==> src/hw/rtl/alt_pkg.sv <==
// Shared types and constants for the allocation tracker.
// No dependencies.
package alt_pkg;

    localparam int TableEntries  = 1024;
    localparam int CategoryCount = 12;
    localparam int AddressBits   = 48;
    localparam int BytesW        = 48;
    localparam int CountW        = 32;
    localparam int SizeW         = 32;
    localparam int CatW          = 4;

    localparam logic [1:0] StOk        = 2'd0;
    localparam logic [1:0] StNull      = 2'd1;
    localparam logic [1:0] StUntracked = 2'd2;
    localparam logic [1:0] StFull      = 2'd3;

    typedef struct packed {
        logic                   func;
        logic [AddressBits-1:0] address;
        logic [SizeW-1:0]       size_bytes;
        logic [CatW-1:0]        category;
    } t_in_item;

    typedef struct packed {
        logic [1:0]        status;
        logic [CatW-1:0]   category_out;
        logic [BytesW-1:0] cat_live_bytes;
        logic [CountW-1:0] cat_live_count;
        logic [BytesW-1:0] cat_total_bytes;
        logic [BytesW-1:0] cat_peak_bytes;
        logic [BytesW-1:0] all_live_bytes;
        logic [CountW-1:0] all_live_count;
        logic [BytesW-1:0] all_total_bytes;
        logic [BytesW-1:0] all_peak_bytes;
        logic              no_leaks;
    } t_out_item;

    typedef struct packed {
        logic [BytesW-1:0] live_bytes;
        logic [CountW-1:0] live_count;
        logic [BytesW-1:0] total_bytes;
        logic [BytesW-1:0] peak_bytes;
    } t_stats;

    typedef enum logic [2:0] {
        S_IDLE, S_SCAN, S_WAIT, S_STATRD, S_STATWR, S_FETCH, S_OUT
    } t_state;

    function automatic logic [BytesW-1:0] sat_add_b(logic [BytesW-1:0] a,
                                                    logic [SizeW-1:0] b);
        logic [BytesW:0] s;
        s = {1'b0, a} + {{(BytesW-SizeW+1){1'b0}}, b};
        return s[BytesW] ? {BytesW{1'b1}} : s[BytesW-1:0];
    endfunction

    function automatic logic [BytesW-1:0] flr_sub_b(logic [BytesW-1:0] a,
                                                    logic [SizeW-1:0] b);
        logic [BytesW-1:0] be;
        be = {{(BytesW-SizeW){1'b0}}, b};
        return (a > be) ? a - be : '0;
    endfunction

    function automatic t_stats stats_alloc(t_stats s, logic [SizeW-1:0] sz);
        t_stats r;
        r = s;
        r.live_bytes  = sat_add_b(s.live_bytes, sz);
        r.live_count  = (s.live_count == {CountW{1'b1}}) ? s.live_count
                                                         : s.live_count + 1'b1;
        r.total_bytes = sat_add_b(s.total_bytes, sz);
        if (r.live_bytes > s.peak_bytes) begin
            r.peak_bytes = r.live_bytes;
        end
        return r;
    endfunction

    function automatic t_stats stats_free(t_stats s, logic [SizeW-1:0] sz);
        t_stats r;
        r = s;
        r.live_bytes = flr_sub_b(s.live_bytes, sz);
        r.live_count = (s.live_count != '0) ? s.live_count - 1'b1 : '0;
        return r;
    endfunction

endpackage

==> src/hw/rtl/alt_stats.sv <==
// Per-category statistics memory plus the grand-total registers.
// Depends on alt_pkg.
module alt_stats import alt_pkg::*; #(
    parameter int CATEGORY_COUNT = CategoryCount
) (
    input  logic            i_clk,
    input  logic            i_rst_n,
    input  logic [CatW-1:0] i_rd_cat,
    output t_stats          o_rd_cat,
    output t_stats          o_sum,
    input  logic            i_wr_en,
    input  logic [CatW-1:0] i_wr_cat,
    input  t_stats          i_wr_cat_stats,
    input  t_stats          i_wr_sum
);
    t_stats r_mem [CATEGORY_COUNT];
    t_stats r_rd;
    t_stats r_sum;
    logic [CATEGORY_COUNT-1:0] r_init;
    logic r_rd_init;

    always_ff @(posedge i_clk) begin
        if (i_wr_en) begin
            r_mem[i_wr_cat] <= i_wr_cat_stats;
        end
        r_rd <= r_mem[i_rd_cat];
    end

    // Entries never written read as zero.
    always_ff @(posedge i_clk) begin
        if (!i_rst_n) begin
            r_init    <= '0;
            r_sum     <= '0;
            r_rd_init <= 1'b0;
        end else begin
            if (i_wr_en) begin
                r_init[i_wr_cat] <= 1'b1;
                r_sum            <= i_wr_sum;
            end
            r_rd_init <= r_init[i_rd_cat];
        end
    end

    assign o_rd_cat = r_rd_init ? r_rd : '0;
    assign o_sum    = r_sum;
endmodule

==> config.mk <==
export PLATFORM = sky130hd
export DESIGN_NAME = alt_stats
export DESIGN_NICKNAME = d
export VERILOG_FILES = /design/src/hw/rtl/alt_pkg.sv /design/src/hw/rtl/alt_stats.sv
export SDC_FILE = /design/constraint.sdc
export NUM_CORES = 2
export LEC_CHECK = 0
export BUFFER_PORTS_ARGS = -buffer_cell sky130_fd_sc_hd__buf_2
export CORE_MARGIN = 4
export CORE_UTILIZATION = 40
export CTS_BUF_LIST = sky130_fd_sc_hd__clkbuf_4
export DETAILED_ROUTE_END_ITERATION = 10
export PLACE_DENSITY = 0.61
export SETUP_SLACK_MARGIN = 0.4
export SYNTH_ARGS = -nofsm -noshare
export SYNTH_HDL_FRONTEND = slang
export SYNTH_SLANG_ARGS = --single-unit
==> constraint.sdc <==
create_clock -name i_clk -period 43.7 [get_ports i_clk]
set_clock_uncertainty 0.05 [all_clocks]
set_input_delay 4.37 -clock i_clk [delete_from_list [all_inputs] [get_ports i_clk]]
set_output_delay 4.37 -clock i_clk [all_outputs]
set_load 0.02 [all_outputs]
Word-level counts from Yosys, hierarchy flattened. Memories as Yosys holds them, arrays and structs flattened. A register that Yosys moved wholly into a read port is not among the register bits. Index checks and enable logic that the tools add are counted.

Order comparisons: 3. Muxes and demuxes: 7. Bitwise operators: 1. Reductions and logical operators: 1.

Operators with widths (number): two-way mux 176 bit (1); bitwise OR 12 bit (1); less-than comparator 4 x 5 -> 1 bit, second input constant (2); binary-select mux 1 bit (select 4 bit) (1); demux 1 bit (select 4 bit) (1); greater-or-equal comparator 4 x 1 -> 1 bit, second input constant (1); two-way mux 1 bit (4); logical AND 1 bit (1).

Bits in registers: 189. Bits in writable memories: 2112. Input port bits: 363. Output and inout bits: 352. Logic and storage cells: 19. Memories kept: 1.

Memories: r_mem (words 12, bits a word 176, rd ports 1, clocked after memory_dff 1, write ports 1, line alt_stats.sv:16) `t_stats r_mem [CATEGORY_COUNT];`.

Depth between registers and ports, before layout.
Word-level depth: 5. Mapped depth: 6. Depth with buffers taken out: 3.

Worst setup path after synthesis. No wires, ideal clock.

Path kind: input to register. Start: input port i_wr_cat[2]. End: memory r_mem[0][0] in the netlist's numbering, enable pin. Library setup time: 1.166 ns. Data arrival time: 21.451 ns. Data required time: 42.484 ns. Slack: 21.033 ns. Cell stages on the path: 1. Path buffers: 0. Cells stage by stage: nor4_1.

RTL lines: start, declared (line alt_stats.sv:12) `input logic [CatW-1:0] i_wr_cat,`; end, declared (line alt_stats.sv:16).

No word-level cell before the write port.

==> out/results.txt <==
Width of the chip: 485 um. STA classifies the critical path endpoint as a flop. Counting every sink on the clock net gives 2477. The combined area of all synthesized cells was 0.0911 mm2; the slew at the pin closest to its max-slew limit was 1.15 ns. The clock slew seen by the registers of the worst setup and hold paths came out at 0.06 ns.

The tools report the floorplan die area as 0.235 mm2. The net count after synthesis came out at 4702. The number of buffers and inverters on the critical path is 5. The maximum number of pins on one net before global-route repair is 122. CTS placed an instance of clkbuf_4 at the clock tree root. For this run, the detailed router's first-pass iteration total came to 5.

The share of the cycle needed by the critical path after routing came out at 0.188. In this run the count of I/O pins placed on the die edge is 715. The filler cells instantiated in the layout total 19200. The global routing usage summed across all routing layers was 0.192; the mean instance size in the synthesized netlist was 21.0 um2. The post-synthesis instance total was 4339; the number of unique standard cell types used by synthesis was 25. The finished cells cover 0.106 mm2. After the last flow step, the layout net total stands at 5897. The share of the synthesized area in the top cell type was 0.696.

The relative slew slack was 0.232. After layout, the minimum clock period comes to 8.21 ns. The tools report the worst slack at placement as 33.87 ns. The number of storage elements in the synthesis netlist works out to 2477. In the synthesized netlist the dominant register cell turns out to be edfxtp_1. The signed area change from the synthesized netlist to the final layout works out to 16.9%. The logs give 46700 for the number of vias in the routed layout and 0 for the total of endpoints with negative setup slack in the final report. Data arrives at the worst endpoint at 9.30 ns. For the standard-cell row count, the log shows 174.

Once detail routing completed, the nets flagged for antenna violations numbered 0. The worst setup path is launched from an input port. Summing all placed instances gives a cell area of 0.0979 mm2. Final-report hold violation count: 0. The critical path goes through buf_8, buf_4, buf_4, buf_4, buf_4, mux4_2, mux2i_1, o21ai_1.

Most repeated cell in the gate-level netlist after synthesis: edfxtp_1. The final-report max-slew violation count is 0, and the final weighted congestion in routability-driven placement is 0.873. Height of the die: 485 um. TritonCTS built the clock tree. The fraction of layout cells with a size suffix above 1 was 0.395; the data required time at the worst endpoint was 44.78 ns. For this design the ratio of total power to cell area is 46.5 mW/mm2. For this run the aggregate overflow at the end of global routing stands at 0. Biggest area consumer among synthesized cells: edfxtp_1. The worst supply voltage drop on vdd was 0.0305 mV. Once the clock tree was built, the resizer swapped 0 gates to a different size. The async set-or-reset flop fraction in the synthesized netlist came out at 0. In this run the deepest clock path goes through 4 buffers.

The detailed router finished its first iteration with 3485 violations. The via count of the first global-routing pass was 48900; the number of flops mapped to enable cells by yosys was 2112. Ranked by total cell area, the synthesized netlist is headed by edfxtp_1 (70%), mux4_2 (13%), dfxtp_1 (8.0%). The routed design has 229 mm of wire.

Once the clock tree was built, the setup fixing pass inserted 0 buffers. Among all stages on the critical path, the largest delay is contributed by buf_4. Yosys printed 0 warnings. The logs give 647 for the TritonCTS buffer count and 1.36 ns for the insertion delay of the later-clocked pin in the worst-skew pair. The count of buffers inserted at the top-level ports was 714; the largest fanout on the critical path was 69. The maximum cell stage delay along the critical path is 0.89 ns, and the number of hold-repair buffers added at the cts stage is 0. The run gives 0.404 as the effective utilization at floorplan.

The tools report the max capacitance violation total as 0. The sum of negative setup slack came out at 0 ns. In this run the static leakage power is 37.9 nW. After detailed routing, the number of vias per cell comes to 5.16. For the fmax, the log shows 122 MHz.

The tools report the post-route total power as 4.95 mW. The first global-routing pass estimated 332 mm of wire. The number of antenna violations at the first check in global routing came out at 87. Setup repair after global routing left no endpoint under its margin. The min-delay analysis places its worst path in the category reg2reg.

For this run, design rule violations remaining after detail routing come to 0. On the critical path the largest part of the delay comes from buffers and inverters. In the synthesized netlist, the cells that appear most often are edfxtp_1 (2112), mux4_2 (530), dfxtp_1 (365). Summed over all nets, the half-perimeter wirelength after detailed placement is 123 mm.

In this run the register-to-register setup slack is 42.24 ns. The logs give 35.49 ns for the final setup slack of the worst path and 0.226 mm2 for the floorplan core area. In the final routed layout, each cell accounts on average for 25.2 um. The portion of the post-synthesis area used by sequential elements came out at 0.776. The cell seen most often among critical-path stages is buf_4. The flow ran to the end, and the final reports show no timing, DRC or antenna violations. The maximum level of the CTS H-tree was 6. The worst setup path is of the in2reg kind.
==> state kept, by name (all words and copies together), names as in the netlist <==
signal / cells
o_sum: 176
r_init: 12
r_mem: 2112
r_rd: 176
r_rd_init: 1
==> worst reg2reg max path, stage by stage (launching register included) <==
cell,delay (ns)
edfxtp_1,0.36
mux4_2,0.46
mux2i_1,0.36
o21ai_1,0.10
==> cell usage in the layout, fill, tap and decap left out <==
| cell | count |
|---|---|
| nor2_4 | 3 |
| mux4_2 | 530 |
| nor3_2 | 6 |
| clkinv_2 | 7 |
| bufinv_16 | 12 |
| nand4b_1 | 1 |
| nand2_1 | 177 |
| inv_1 | 1 |
| o21ai_1 | 176 |
| nand3b_1 | 1 |
| buf_4 | 54 |
| edfxtp_1 | 2112 |
| dfxtp_4 | 1 |
| inv_6 | 4 |
| o21a_1 | 12 |
| o2bb2ai_1 | 1 |
| o41ai_2 | 1 |
| inv_2 | 7 |
| buf_12 | 14 |
| clkbuf_4 | 1023 |
| clkinv_1 | 96 |
| nor2_1 | 177 |
| clkinv_4 | 4 |
| diode_2 | 25 |
| and2_1 | 176 |
| clkinvlp_4 | 4 |
| and3_1 | 1 |
| buf_8 | 5 |
| mux2i_1 | 354 |
| nand2b_1 | 3 |
| buf_2 | 709 |
| nor4_2 | 3 |
| dfxtp_1 | 364 |
| nand3_1 | 1 |
==> report_power, final <==
group / internal (mW) / switching [mW] / total (mW)
clock: 1.13 / 0.907 / 2.04
combinational: 0.105 / 0.157 / 0.262
sequential: 2.63 / 0.0218 / 2.65
==> metal layers <==
metal | share of wire | wire length [um] | up-vias | track usage
met5 | 0.0018 | 418 | - | 0
met4 | 0.034 | 7750 | 66 | 0.0733
met3 | 0.077 | 17700 | 442 | 0.0574
met2 | 0.48 | 110000 | 1753 | 0.309
met1 | 0.41 | 93100 | 24100 | 0.246
li1 | - | - | 20300 | -
==> cell type report <==
class | count | area, um2 | area share
sequential | 2477 | 70700 | 0.664
multi-input combinational | 1623 | 19100 | 0.179
clock buffer | 1023 | 7680 | 0.0721
timing repair buffer | 782 | 4310 | 0.0405
tap | 2992 | 3740 | 0.0352
clock inverter | 132 | 868 | 0.00815
antenna | 25 | 62.6 | 0.000587
inverter | 3 | 17.5 | 0.000164
==> path summary, 6_finish.rpt <==
path                     to          from  cells past startpoint
setup / recovery  r_rd[141]   i_rd_cat[0]                      8
hold reg to reg   r_init[7]     r_init[7]                      1
setup reg to reg   r_rd[41]  r_mem[7][41]                      3
hold / removal    r_init[7]     r_init[7]                      1
==> through the flow <==
step,cells,hold WS [ns],utilization
after detailed placement,7877,0.404,0.434
after global routing,9035,0.435,0.471
after CTS,9032,0.419,0.471
final,9057,0.417,0.472
after global placement,7877,0.392,0.434
after floorplan,4339,0.385,-
==> logic make-up after synthesis <==
family                 count (synthesis)  synth area share
AOI/OAI and AO/OA                    190            0.0109
buffers and inverters                239            0.0151
DFF                                 2477             0.776
muxes                                884             0.170
and+or+nand+nor                      549            0.0278
Note: power is estimated with default switching activity, not from simulation.
